### config.mk
export PLATFORM = sky130hd
export DESIGN_NAME = knn_cell
export DESIGN_NICKNAME = d
export VERILOG_FILES = /design/src/rtl/assert_macros.svh /design/src/rtl/knn_pkg.sv /design/src/rtl/knn_cell.sv
export SDC_FILE = /design/constraint.sdc
export NUM_CORES = 1
export LEC_CHECK = 0
export BUFFER_PORTS_ARGS = -buffer_cell sky130_fd_sc_hd__buf_2
export CORE_UTILIZATION = 30
export DETAILED_ROUTE_END_ITERATION = 7
export PLACE_DENSITY = 0.53
export SLEW_MARGIN = 20
export SYNTH_ARGS = -nofsm -noshare
export SYNTH_HDL_FRONTEND = slang
export SYNTH_SLANG_ARGS = --single-unit
### constraint.sdc
create_clock -name clk_i -period 2.7 [get_ports clk_i]
set_input_delay 0.27 -clock clk_i [delete_from_list [all_inputs] [get_ports clk_i]]
set_output_delay 0.27 -clock clk_i [all_outputs]
set_load 0.05 [all_outputs]
### src/rtl/assert_macros.svh
// Assertion macros for the knn vote RTL.
// Included by modules that carry concurrent checks.
`ifndef ASSERT_MACROS_SVH
`define ASSERT_MACROS_SVH
// implication check with async reset disable
`define ASSERT_IMPL(lbl, ante, cons) \
  lbl: assert property (@(posedge clk_i) disable iff (!rst_ni) (ante) |-> (cons)) \
    else $error("assertion failed");
// next-cycle implication check
`define ASSERT_NEXT(lbl, ante, cons) \
  lbl: assert property (@(posedge clk_i) disable iff (!rst_ni) (ante) |=> (cons)) \
    else $error("assertion failed");
`endif

### src/rtl/knn_pkg.sv
// Shared types and constants for the knn color vote block.
// No dependencies.
package knn_pkg;
  localparam int unsigned CfgW   = 7;
  localparam int unsigned ColorW = 24;
  localparam int unsigned AlphaW = 8;

  typedef enum logic [1:0] {
    REQ_CLEAR = 2'd0,
    REQ_LOAD  = 2'd1,
    REQ_QUERY = 2'd2,
    REQ_NONE  = 2'd3
  } req_e;

  typedef enum logic [0:0] {
    CFG_K     = 1'b0,
    CFG_FLOOR = 1'b1
  } cfg_e;

  typedef enum logic [2:0] {
    ST_IDLE,
    ST_SCAN,
    ST_DRAIN,
    ST_VOTE,
    ST_DIV,
    ST_OUT
  } state_e;

  typedef struct packed {
    logic [15:0] x_coord;
    logic [15:0] y_coord;
    logic [7:0]  red_in;
    logic [7:0]  green_in;
    logic [7:0]  blue_in;
    logic [1:0]  req_type;
  } req_t;

  typedef struct packed {
    logic [7:0] red_out;
    logic [7:0] green_out;
    logic [7:0] blue_out;
    logic [7:0] alpha_out;
  } rsp_t;

  // control from sequencer to the sorting chain
  typedef struct packed {
    logic clear;  // drop all entries
    logic shift;  // candidate present this cycle
  } chain_ctl_t;
endpackage

### src/rtl/knn_cell.sv
// One cell of the sorted insertion chain: holds one neighbor slot.
// Depends on knn_pkg.
module knn_cell #(
  parameter int unsigned DistW = 35
) (
  input  logic                      clk_i,
  input  logic                      rst_ni,
  input  knn_pkg::chain_ctl_t       ctl_i,
  input  logic                      enable_i,   // this slot exists (below k)
  // candidate traveling down the chain
  input  logic                      cand_vld_i,
  input  logic                      cand_disp_i,  // candidate was pushed out of a slot above
  input  logic [DistW-1:0]          cand_dist_i,
  input  logic [knn_pkg::ColorW-1:0] cand_color_i,
  output logic                      cand_vld_o,
  output logic                      cand_disp_o,
  output logic [DistW-1:0]          cand_dist_o,
  output logic [knn_pkg::ColorW-1:0] cand_color_o,
  output logic                      full_o,
  output logic [knn_pkg::ColorW-1:0] color_o
);
  import knn_pkg::*;

  logic              full_q;
  logic [DistW-1:0]  dist_q;
  logic [ColorW-1:0] color_q;
  logic              take;

  // a new point loses ties; a pushed-out entry is older than anything below it
  assign take = cand_vld_i && enable_i &&
                (!full_q || cand_dist_i < dist_q || (cand_disp_i && cand_dist_i == dist_q));

  always_ff @(posedge clk_i or negedge rst_ni) begin
    if (!rst_ni) begin
      full_q     <= 1'b0;
      cand_vld_o <= 1'b0;
    end else if (ctl_i.clear) begin
      full_q     <= 1'b0;
      cand_vld_o <= 1'b0;
    end else begin
      if (take) full_q <= 1'b1;
      // displaced entry (or passing candidate) moves on
      cand_vld_o <= cand_vld_i && enable_i && (full_q || !take);
    end
  end

  always_ff @(posedge clk_i) begin
    if (take) begin
      dist_q  <= cand_dist_i;
      color_q <= cand_color_i;
    end
    cand_disp_o <= take || cand_disp_i;
    if (take) begin
      cand_dist_o  <= dist_q;
      cand_color_o <= color_q;
    end else begin
      cand_dist_o  <= cand_dist_i;
      cand_color_o <= cand_color_i;
    end
  end

  assign full_o  = full_q;
  assign color_o = color_q;
endmodule

# After elaboration in Yosys (flattened, before gate mapping)
# Cells that the tools add are included.
op_classes:
  n_lt_le_gt_ge: 1
  n_eq_ne: 1
  mux: 5
  n_reduce_logical: 11
op_table:
  columns: ["cell", "count"]
  rows:
  - ["35-bit equality test", 1]
  - ["35-bit < comparator", 1]
  - ["35-bit 2-to-1 mux", 1]
  - ["24-bit 2-to-1 mux", 1]
  - ["1-bit logical AND", 4]
  - ["1-bit logical OR", 4]
  - ["1-bit 2-to-1 mux", 3]
  - ["1-bit zero test", 2]
  - ["2-bit nonzero test", 1]
word_totals:
  register_bits: 121
  inputBits: 66
  out_inout_bits: 86
  word_cells: 25

# Logic depth before layout (Yosys ltp)
# Gate-level depths: netlist of run 1.
logic_depth:
  ltp_word: 8
  mapped_depth: 10
  depth_no_buf: 9

# Least setup slack after synthesis of run 1
# OpenSTA, ideal clock, no wires.
synth_timing:
  kind: "register -> register"
  start: "register dist_q[34]"
  end: "register cand_dist_o[0]"
  setup_time_ps: 122
  arrival_ps: 2726
  t_required_ps: 2578
  slack_ps: -148
  stages_incl_launch_ff: 11
  n_path_buf: 1
  period_less_slack_ps: 2848
  cell_sequence: "edfxtp_1 inv_1 ha_1 nand4_2 nor4_4 nand3_1 a21oi_1 a41oi_2 buf_6 inv_2 mux2_4"
synth_via:
  elab_chain_cells: 5
  elab_cells_between_ends: 7
  classes_between: "order compare (1); eq/ne (1); mux (1); reduce/logical (4)"
synth_rtl:
  columns: ["element", "line_no", "text"]
  rows:
  - ["start: declaration", "knn_cell.sv:25", "logic [DistW-1:0] dist_q;"]
  - ["start signal: assignment", "knn_cell.sv:49", "dist_q <= cand_dist_i;"]
  - ["35-bit < comparator / 35-bit equality test (equally long branches)", "knn_cell.sv:31", "(!full_q || cand_dist_i < dist_q || (cand_disp_i && cand_dist_i == dist_q));"]
  - ["1-bit logical OR / 1-bit logical AND (equally long branches)", "knn_cell.sv:31", null]
  - ["1-bit logical OR *", "knn_cell.sv:31", null]
  - ["1-bit logical AND *", "knn_cell.sv:30", "assign take = cand_vld_i && enable_i &&"]
  - ["net take", "knn_cell.sv:27", "logic take;"]
  - ["35-bit 2-to-1 mux *", "knn_cell.sv:53", "if (take) begin"]
  - ["end signal: assignment", "knn_cell.sv:54", "cand_dist_o <= dist_q;"]
  - ["end signal: assignment", "knn_cell.sv:57", "cand_dist_o <= cand_dist_i;"]
  - ["end: declaration", "knn_cell.sv:17", "output logic [DistW-1:0] cand_dist_o,"]
# Mark *: on every way through the listed nets, which the timed path passes. The rest lies on a longest branch.
# A chain may end at the register's enable or synchronous reset.

# Final worst setup path of run 1
layout_timing:
  start: "register dist_q[23]"
  end: "register cand_color_o[14] (netlist name)"
layout_via:
  elab_chain_cells: 5
  elab_cells_between_ends: 7
  classes_between: "order compare (1); eq/ne (1); mux (1); reduce/logical (4)"
layout_rtl:
  columns: ["element", "line_no", "text"]
  rows:
  - ["35-bit < comparator / 35-bit equality test (equally long branches)", "knn_cell.sv:31", null]
  - ["1-bit logical OR / 1-bit logical AND (equally long branches)", "knn_cell.sv:31", null]
  - ["1-bit logical OR *", "knn_cell.sv:31", null]
  - ["1-bit logical AND *", "knn_cell.sv:30", null]
  - ["24-bit 2-to-1 mux *", "knn_cell.sv:53", null]
  - ["end signal: assignment", "knn_cell.sv:55", "cand_color_o <= color_q;"]
  - ["end signal: assignment", "knn_cell.sv:58", "cand_color_o <= cand_color_i;"]
  - ["end: declaration", "knn_cell.sv:18", "output logic [knn_pkg::ColorW-1:0] cand_color_o,"]
# Every way passes the cells marked *; elsewhere a longest branch is shown, timed or not.

==> flow_summary.toml, run 1 <==
[floorplan]
io_pins = 152
die-area_sq_um = 16200
initial_utilization = 0.309
fp.coreArea_sq_um = 15300
die_w_microns = 127
placementRows = 45
die_y_microns = 127

[place]
hpwlAfterDp_microns = 7250
place_area_sq_um = 5890
place_ws_ns = -0.0365
gp_congestion = 0.750
port-buffer-count = 150

[yosys]
synth-xor-area-share = 0
synth_top_family_by_area = "multiplexers"
synth_mux_area_frac = 0.142
synthCells = 326
synth_area_sq_um = 4720
synthesis.nets = 427
ys_seq_elements = 121
synth_ff_type = "dfxtp_1"
synth_edf_count = 59
async_reset_ff_frac = 0.0165
ys_types = 33
synth_fa_ha_area_frac = 0.0928
synth_simple_gate_area_frac = 0.0488
syn_area_per_cell_sq_um = 14.5
yosysWarningCount = 0
ys_seq_area_frac = 0.641
synth-compound-area-share = 0.0347

[sta]
finalCritPeriodShare = 0.988
slew_headroom = 0.777
rsz0062_at_grt = "yes"
fin_skew_ns = 0.00898
fin_ws_ns = 0.0335
setup_viol = 0
hold_violations = 0
worstMarginPinSlew_ns = 0.333
holdWs_ns = 0.0259
drv_slew = 0
period_minus_slack_ns = 2.67
max_freq_mhz = 375

[worst_setup_path]
crit_slowest_cell = "nor4_4"
r2r-end = "cand_color_o[14]$_DFF_P_"
worstPathRequired_ns = 3.00
worstSetupEndpointType = "flop"
r2r_slack_ns = 0.03
reg2reg_depth = 11
cp_common_cell = "buf_12"
criticalPathCategory = "reg2reg"
crit_arrival_ns = 2.96
crit_path_cell_trace = "inv_1 > ha_1 > nand4_1 > nor4_4 > buf_4 > inv_2 > o22a_1 > a41oi_4 > buf_12 > buf_12 > mux2_2"
cp_max_fo = 10
critPathMaxStageDelay_ns = 0.37
reg2reg_from = "dist_q[23]$_DFFE_PP_"
cp-start-kind = "flop"

[clocking]
numCtsBuffers = 17
h-tree-depth = 4
cts_sinks = 121
clock_latency_ns = 0.41
clk_pin_slew_worst_paths_ns = 0.06
cts_root_buffer = "clkbuf_16"
cts_tree = "yes"
cts_buffer_depth = 2

[layout]
fin_area_sq_um = 6720
final_cell_mix = "buf_2, dfxtp_1, edfxtp_1, inv_1, ha_1"
fin_util = 0.440
diodes = 0
nets = 613
syn2layout_area_growth_pct = 42.4
final_common_cell = "buf_2"
drive_gt1_frac = 0.491

[status]
status = "finished, final reports clean"

[hold_path]
hold_class = "in2reg"
worstHoldStart = "ctl_i[1]"
hold_end = "full_o$_DFFE_PN0P_"
hold_path_depth = 2

[detailed_routing]
wl_per_cell_microns = 14.5
vias = 3162
ant_nets = 0
drt_wl_total_microns = 10700
vias_per_cell = 4.30
first_pass_iters = 4
drt_iter0_markers = 101
drcViolationCount = 0

[global_routing]
grt_pass1_wl_microns = 15500
grt_pass1_vias = 3126
grt_use_met3 = 0.0582
grt_max_degree = 31
antenna_found_initial = 0
grt_busiest_layer = "met2"
use_met2 = 0.196
use_met1 = 0.152
track_usage = 0.128
gr-total-overflow = 0

[pwr]
powerDensity_nw_per_um2 = 803
total_leakage_power_uw = 0.00307
power.total_uw = 5390
irDropWorstVdd_uv = 469

[run]
drv_cap = 0
cells in the mapped netlist (all sizes together), types with 3 or more instances:
cell | count | area (sq um)
nand4 | 10 | 68.8
buf | 6 | 52.6
nand3 | 4 | 20.0
a21oi | 15 | 75.1
inv | 38 | 143
dfxtp | 60 | 1200
nor4 | 3 | 33.8
nor2 | 6 | 22.5
mux2 | 59 | 668
nand2 | 9 | 33.8
o21ai | 5 | 25.0
edfxtp | 59 | 1770
ha | 35 | 438
routing by layer:
metal | share of wire | wire length, microns
met1 | 0.44 | 4740
met2 | 0.47 | 5040
met3 | 0.066 | 707
met4 | 0.016 | 168
met5 | 0 | 0
power breakdown:
part	switching [uW]	internal, uW	total (uW)
Combinational	739	380	1120
Sequential	56.0	2110	2170
Clock	773	1330	2110
cells by family after synthesis:
logic type,Yosys count
simple gates,40
mux,59
compound gates,27
fa+ha+maj,35
buf+inv,44
flops,121
worst max-delay path: cells and delay by family (launching register included):
family,cells,cell delay [ns]
buffers and inverters,5,0.60
AND/OR/NAND/NOR,2,0.56
AO/OA/AOI/OAI,2,0.44
flip-flops,1,0.34
multiplexers,1,0.33
adder cells (fa/ha/maj),1,0.27
per-stage QoR:
step,std cells,TNS (ns)
detailed placement,695,-0.384
global route,736,-3.86
finish,736,0
global placement,695,0
CTS,728,0
floorplan,326,0
worst max path at each step:
stage                          from                        to  slack (ns)
6_report       dist_q[23]$_DFFE_PP_  cand_color_o[14]$_DFF_P_        0.03
5_1_grt         dist_q[8]$_DFFE_PP_  cand_color_o[14]$_DFF_P_       -0.08
4_1_cts        dist_q[34]$_DFFE_PP_    cand_dist_o[6]$_DFF_P_       0.007
3_5_place_dp        cand_dist_i[34]  cand_color_o[10]$_DFF_P_       -0.04
3_3_place_gp        cand_dist_i[26]  cand_color_o[13]$_DFF_P_       0.009
2_1_floorplan  dist_q[34]$_DFFE_PP_    cand_dist_o[0]$_DFF_P_        0.12
area by class of cell:
type | count | area (sq um)
inverters | 38 | 145
clock inverters | 12 | 108
flip-flops and latches | 121 | 3020
multi-input cells | 161 | 1670
clock buffers | 20 | 437
well taps | 211 | 264
repair buffers | 173 | 1070
fillers | 1413 | 8540
state kept, by name, summed over array words and instances (netlist names):
signal,cells
cand_color_o,24
cand_disp_o,1
cand_dist_o,35
cand_vld_o,1
color_o,24
dist_q,35
full_o,1
timing repair:
action | in CTS | in global routing
endpoints found under the setup margin | 20 | 114
endpoints found under the hold margin | 2 | 0
buffers inserted | 0 | 4
gates resized for setup | 2 | 33
pin swaps | 2 | 5
gates cloned | 0 | 4
hold buffers | 1 | 0
Note: power is estimated with default switching activity, not from simulation.
==> run 2: changes to the inputs <==
--- a/config.mk
+++ b/config.mk
@@ -9,6 +9,7 @@
 export CORE_UTILIZATION = 30
 export DETAILED_ROUTE_END_ITERATION = 7
 export PLACE_DENSITY = 0.53
+export RECOVER_POWER = 50
 export SLEW_MARGIN = 20
 export SYNTH_ARGS = -nofsm -noshare
 export SYNTH_HDL_FRONTEND = slang
==> run 2 against run 1 <==
Routed wire length fell by 0.53%. Die area unchanged. First-iteration DRC count up 8.9%. Largest power group unchanged.
==> flow_summary.toml, run 2 (same netlist as run 1, synthesis figures left out) <==
[floorplan]
die-area_sq_um = 16200
io_pins = 152
initial_utilization = 0.309
die_y_microns = 127
die_w_microns = 127
fp.coreArea_sq_um = 15300
placementRows = 45

[detailed_routing]
vias_per_cell = 4.31
drt_wl_total_microns = 10600
drt_iter0_markers = 110
wl_per_cell_microns = 14.4
first_pass_iters = 4
drcViolationCount = 0
ant_nets = 0
vias = 3174

[worst_setup_path]
critPathBufInv = 5
cp_top_family = "buffers and inverters"
cp_max_fo = 10
critPathMaxStageDelay_ns = 0.37
cp_common_cell = "buf_12"
crit_slowest_cell = "nor4_4"
cp-start-kind = "flop"
worstSetupEndpointType = "flop"
crit_arrival_ns = 2.96
criticalPathCategory = "reg2reg"
crit_path_cell_trace = "inv_1 > ha_1 > nand4_1 > nor4_4 > buf_4 > inv_2 > o22a_1 > a41oi_4 > buf_12 > buf_12 > mux2_2"
worstPathRequired_ns = 2.99

[clocking]
clock_latency_ns = 0.41
cts_buffer_depth = 2
numCtsBuffers = 17
clk_pin_slew_worst_paths_ns = 0.05
cts_sinks = 121
cts_root_buffer = "clkbuf_16"
cts_tree = "yes"
h-tree-depth = 4

[global_routing]
use_met1 = 0.152
antenna_found_initial = 0
gr-total-overflow = 0
use_met2 = 0.196
grt_busiest_layer = "met2"
track_usage = 0.128
grt_pass1_vias = 3126
grt_max_degree = 31
grt_use_met3 = 0.0582
grt_pass1_wl_microns = 15500

[layout]
drive_gt1_frac = 0.410
reg_top3 = "cand_dist_o x35, dist_q x35"
fin_cells = 736
final_cell_mix = "buf_2, dfxtp_1, edfxtp_1, clkbuf_1, inv_1"
nets = 613
diodes = 0
syn2layout_area_growth_pct = 41.3
final_common_cell = "buf_2"

[hold_path]
hold_class = "in2reg"

[sta]
tns_ns = 0
setup_viol = 0
fin_skew_ns = 0.00750
max_freq_mhz = 375
period_minus_slack_ns = 2.67
hold_violations = 0
finalCritPeriodShare = 0.987
fin_ws_ns = 0.0339
holdWs_ns = 0.0291
drv_slew = 0
slew_headroom = 0.779
worstMarginPinSlew_ns = 0.331
rsz0062_at_grt = "yes"

[run]
drv_cap = 0

[place]
place_ws_ns = -0.0365
dp_cells = 695
port-buffer-count = 150
hpwlAfterDp_microns = 7250
gp_congestion = 0.750

[pwr]
powerDensity_nw_per_um2 = 807
irDropWorstVdd_uv = 469
power.total_uw = 5380
total_leakage_power_uw = 0.00296

[status]
status = "finished, final reports clean"
## run 2: repair_timing
action,4_1_cts,5_1_grt
endpoints found under the setup margin,20,114
endpoints found under the hold margin,2,0
pin swaps,2,5
resized for setup,2,33
hold buffers,1,0
buffers inserted,0,4
cloned,0,4
## run 2: path summary, 6_finish.rpt
| path | from | cells past startpoint | slack, ns | end |
|---|---|---|---|---|
| worst max-delay path | dist_q[23]$_DFFE_PP_ | 11 | 0.03 | cand_color_o[7]$_DFF_P_ |
| min in group asynchronous | rst_ni | 2 | 0.19 | full_o$_DFFE_PN0P_ |
| worst max register to register | dist_q[23]$_DFFE_PP_ | 11 | 0.03 | cand_color_o[7]$_DFF_P_ |
| worst min-delay path | ctl_i[1] | 2 | 0.03 | full_o$_DFFE_PN0P_ |
| worst min register to register | dist_q[25]$_DFFE_PP_ | 1 | 0.48 | cand_dist_o[25]$_DFF_P_ |
| max in group asynchronous | rst_ni | 2 | 2.38 | cand_vld_o$_DFF_PN0_ |
## run 2: power breakdown
group | internal [uW] | switching, uW
Combinational | 371 | 738
Sequential | 2110 | 55.8
Clock | 1330 | 772
Total | 3820 | 1570
## run 2: final cells by class
cell class,count,area [sq um]
multi-input combinational,161,1670
sequential,121,3020
inverter,38,145
clock buffer,20,437
clock inverter,12,108
tap,211,264
timing repair buffer,173,1020
fill,1435,8590
## run 2: metrics by stage
| stage | utilization | area [sq um] |
|---|---|---|
| final | 0.437 | 6670 |
| after global routing | 0.437 | 6670 |
| after CTS | 0.423 | 6450 |
| after detailed placement | 0.386 | 5890 |
| after global placement | 0.386 | 5890 |
| after floorplan | - | 4720 |
## run 2: per-layer routing
layer | vias up | share of wire
met1 | 1505 | 0.44
li1 | 1558 | -
met2 | 98 | 0.48
met5 | - | 0
met4 | 0 | 0.014
met3 | 13 | 0.064
==> run 3: changes to the inputs <==
--- a/config.mk
+++ b/config.mk
@@ -8,7 +8,7 @@
 export BUFFER_PORTS_ARGS = -buffer_cell sky130_fd_sc_hd__buf_2
 export CORE_UTILIZATION = 30
 export DETAILED_ROUTE_END_ITERATION = 7
-export PLACE_DENSITY = 0.53
+export PLACE_DENSITY = 0.51
 export RECOVER_POWER = 50
 export SLEW_MARGIN = 20
 export SYNTH_ARGS = -nofsm -noshare
==> constraint.sdc (replaced) <==
create_clock -name clk_i -period 2.55 [get_ports clk_i]
set_input_delay 0.255 -clock clk_i [delete_from_list [all_inputs] [get_ports clk_i]]
set_output_delay 0.255 -clock clk_i [all_outputs]
set_load 0.05 [all_outputs]
==> run 3 against run 2 <==
The run now ends with setup timing left. Total power increased by 7.6%. Combinational power increased by 14%. First-iteration DRC count increased by 4.5%. Hold slack improved by 0.00055 ns. Sequential power increased by 6%. Final cell count increased by 2.0%. Die area unchanged. Clock power increased by 5%. Cell area increased by 6.5%. Utilization increased by 2.8 points. Maximum frequency increased by 4.4%. Register-to-register slack got worse by 0.04 ns. Critical path type unchanged. Largest power group unchanged.
==> flow_summary.toml, run 3 (same netlist as run 1, synthesis figures left out) <==
[detailed_routing]
drt_wl_total_microns = 10700
drcViolationCount = 0
vias = 3264
first_pass_iters = 4
ant_nets = 0
wl_per_cell_microns = 14.2
vias_per_cell = 4.35
drt_iter0_markers = 115

[floorplan]
initial_utilization = 0.309
fp.coreArea_sq_um = 15300
die-area_sq_um = 16200
die_y_microns = 127
placementRows = 45
die_w_microns = 127
io_pins = 152

[sta]
rsz0062_at_grt = "yes"
period_minus_slack_ns = 2.55
worstMarginPinSlew_ns = 0.345
hold_violations = 0
setup_viol = 6
max_freq_mhz = 392
slew_headroom = 0.768
finalCritPeriodShare = 1.00
fin_skew_ns = 0.00699
holdWs_ns = 0.0297
fin_ws_ns = -0.00345
drv_slew = 0

[global_routing]
grt_max_degree = 17
antenna_found_initial = 1
track_usage = 0.132
grt_pass1_vias = 3227
grt_pass1_wl_microns = 15900
gr-total-overflow = 0

[worst_setup_path]
worstPathRequired_ns = 2.85
reg2reg_depth = 10
crit_arrival_ns = 2.86
criticalPathCategory = "reg2reg"
reg2reg_from = "dist_q[25]$_DFFE_PP_"
r2r-end = "cand_color_o[5]$_DFF_P_"
cp-start-kind = "flop"
worstSetupEndpointType = "flop"
r2r_slack_ns = -0.003
cp_max_fo = 7

[layout]
fin_area_sq_um = 7100
nets = 628
n_fill_cell = 1379
fin_util = 0.465
reg_top3 = "cand_dist_o x35, dist_q x35"
fin_cells = 751
final_cell_mix = "buf_2, dfxtp_1, edfxtp_1, mux2_4, inv_1"
syn2layout_area_growth_pct = 50.4
final_common_cell = "buf_2"
drive_gt1_frac = 0.534

[status]
violations = "setup timing"
status = "finished with violations"

[clocking]
cts_sinks = 121
cts_buffer_depth = 2
cts_tree = "yes"
h-tree-depth = 4
numCtsBuffers = 17
clock_latency_ns = 0.42
clk_pin_slew_worst_paths_ns = 0.05
cts_root_buffer = "clkbuf_16"

[pwr]
total_leakage_power_uw = 0.00318
powerDensity_nw_per_um2 = 816
irDropWorstVdd_uv = 452
power.total_uw = 5790

[place]
dp_cells = 710
port-buffer-count = 150
hpwlAfterDp_microns = 7380
place_area_sq_um = 6030
gp_congestion = 0.762

[hold_path]
hold_end = "color_o[15]$_DFFE_PP_"
worstHoldStart = "cand_color_i[15]"
hold_class = "in2reg"
hold_path_depth = 1

[run]
drv_cap = 0
-- run 3: changes by cell type in the layout (fill, tap and decap cells not counted), moves of 13 or more --
cell / delta
buf_2: +26
buf_4: +13
clkbuf_1: -25
ha_1: -15
ha_4: +15
mux2_4: +15
-- run 3: repair_timing --
| item | in CTS | in global routing |
|---|---|---|
| hold buffers | 2 | 0 |
| setup buffers | 0 | 5 |
| endpoints found under the hold margin | 4 | 0 |
| setup endpoints to repair | 118 | 118 |
| resized for setup | 28 | 47 |
| gates cloned | 0 | 2 |
| pin swaps | 4 | 12 |
-- run 3: area by class of cell --
class	count	area, sq um	area share
repair buffers	188	1170	0.166
clock buffers	23	479	0.0675
diodes	1	2.50	0.000353
clock inverters	8	70.1	0.00987
multi-input cells	161	1940	0.273
well taps	211	264	0.0372
inverters	38	148	0.0208
flip-flops and latches	121	3020	0.426
-- run 3: per-stage QoR --
step           setup TNS, ns  setup slack, ns
2_1_floorplan              0           0.0405
3_3_place_gp           -9.97           -0.120
3_5_place_dp          -13.71           -0.165
4_1_cts                -7.22           -0.124
5_1_grt               -11.98           -0.144
6_report             -0.0127         -0.00345
-- run 3: worst max path at each step --
stage | slack (ns) | cells after the start | start | endpoint
floorplan | 0.04 | 10 | dist_q[34]$_DFFE_PP_ | cand_dist_o[0]$_DFF_P_
global placement | -0.12 | 10 | cand_dist_i[10] | cand_color_o[20]$_DFF_P_
detailed placement | -0.17 | 10 | cand_dist_i[32] | cand_color_o[9]$_DFF_P_
CTS | -0.12 | 10 | dist_q[21]$_DFFE_PP_ | cand_color_o[9]$_DFF_P_
global route | -0.14 | 10 | dist_q[12]$_DFFE_PP_ | cand_color_o[16]$_DFF_P_
finish | -0.003 | 10 | dist_q[25]$_DFFE_PP_ | cand_color_o[5]$_DFF_P_
-- run 3: critical path, cell delays in order, from the launching register on --
cell and delay [ns]:
edfxtp_1 0.35, inv_1 0.08, ha_4 0.27, nand4_1 0.16, nor4_4 0.37, buf_4 0.18, o211ai_1 0.15, a41oi_4 0.21
buf_6 0.19, clkbuf_16 0.18, mux2_4 0.30
-- run 3: layer usage --
metal | up-vias | global-route usage | part of all wire
li1 | 1585 | - | -
met1 | 1561 | 0.162 | 0.45
met2 | 104 | 0.198 | 0.46
met3 | 14 | 0.0557 | 0.069
met4 | 0 | 0.0679 | 0.019
met5 | - | 0 | 0
-- run 3: power by group --
part	internal [uW]	total, uW	switching [uW]	leakage, uW
Sequential	2240	2300	61.3	0.00109
Clock	1410	2220	813	0.000268
Combinational	466	1270	806	0.00182
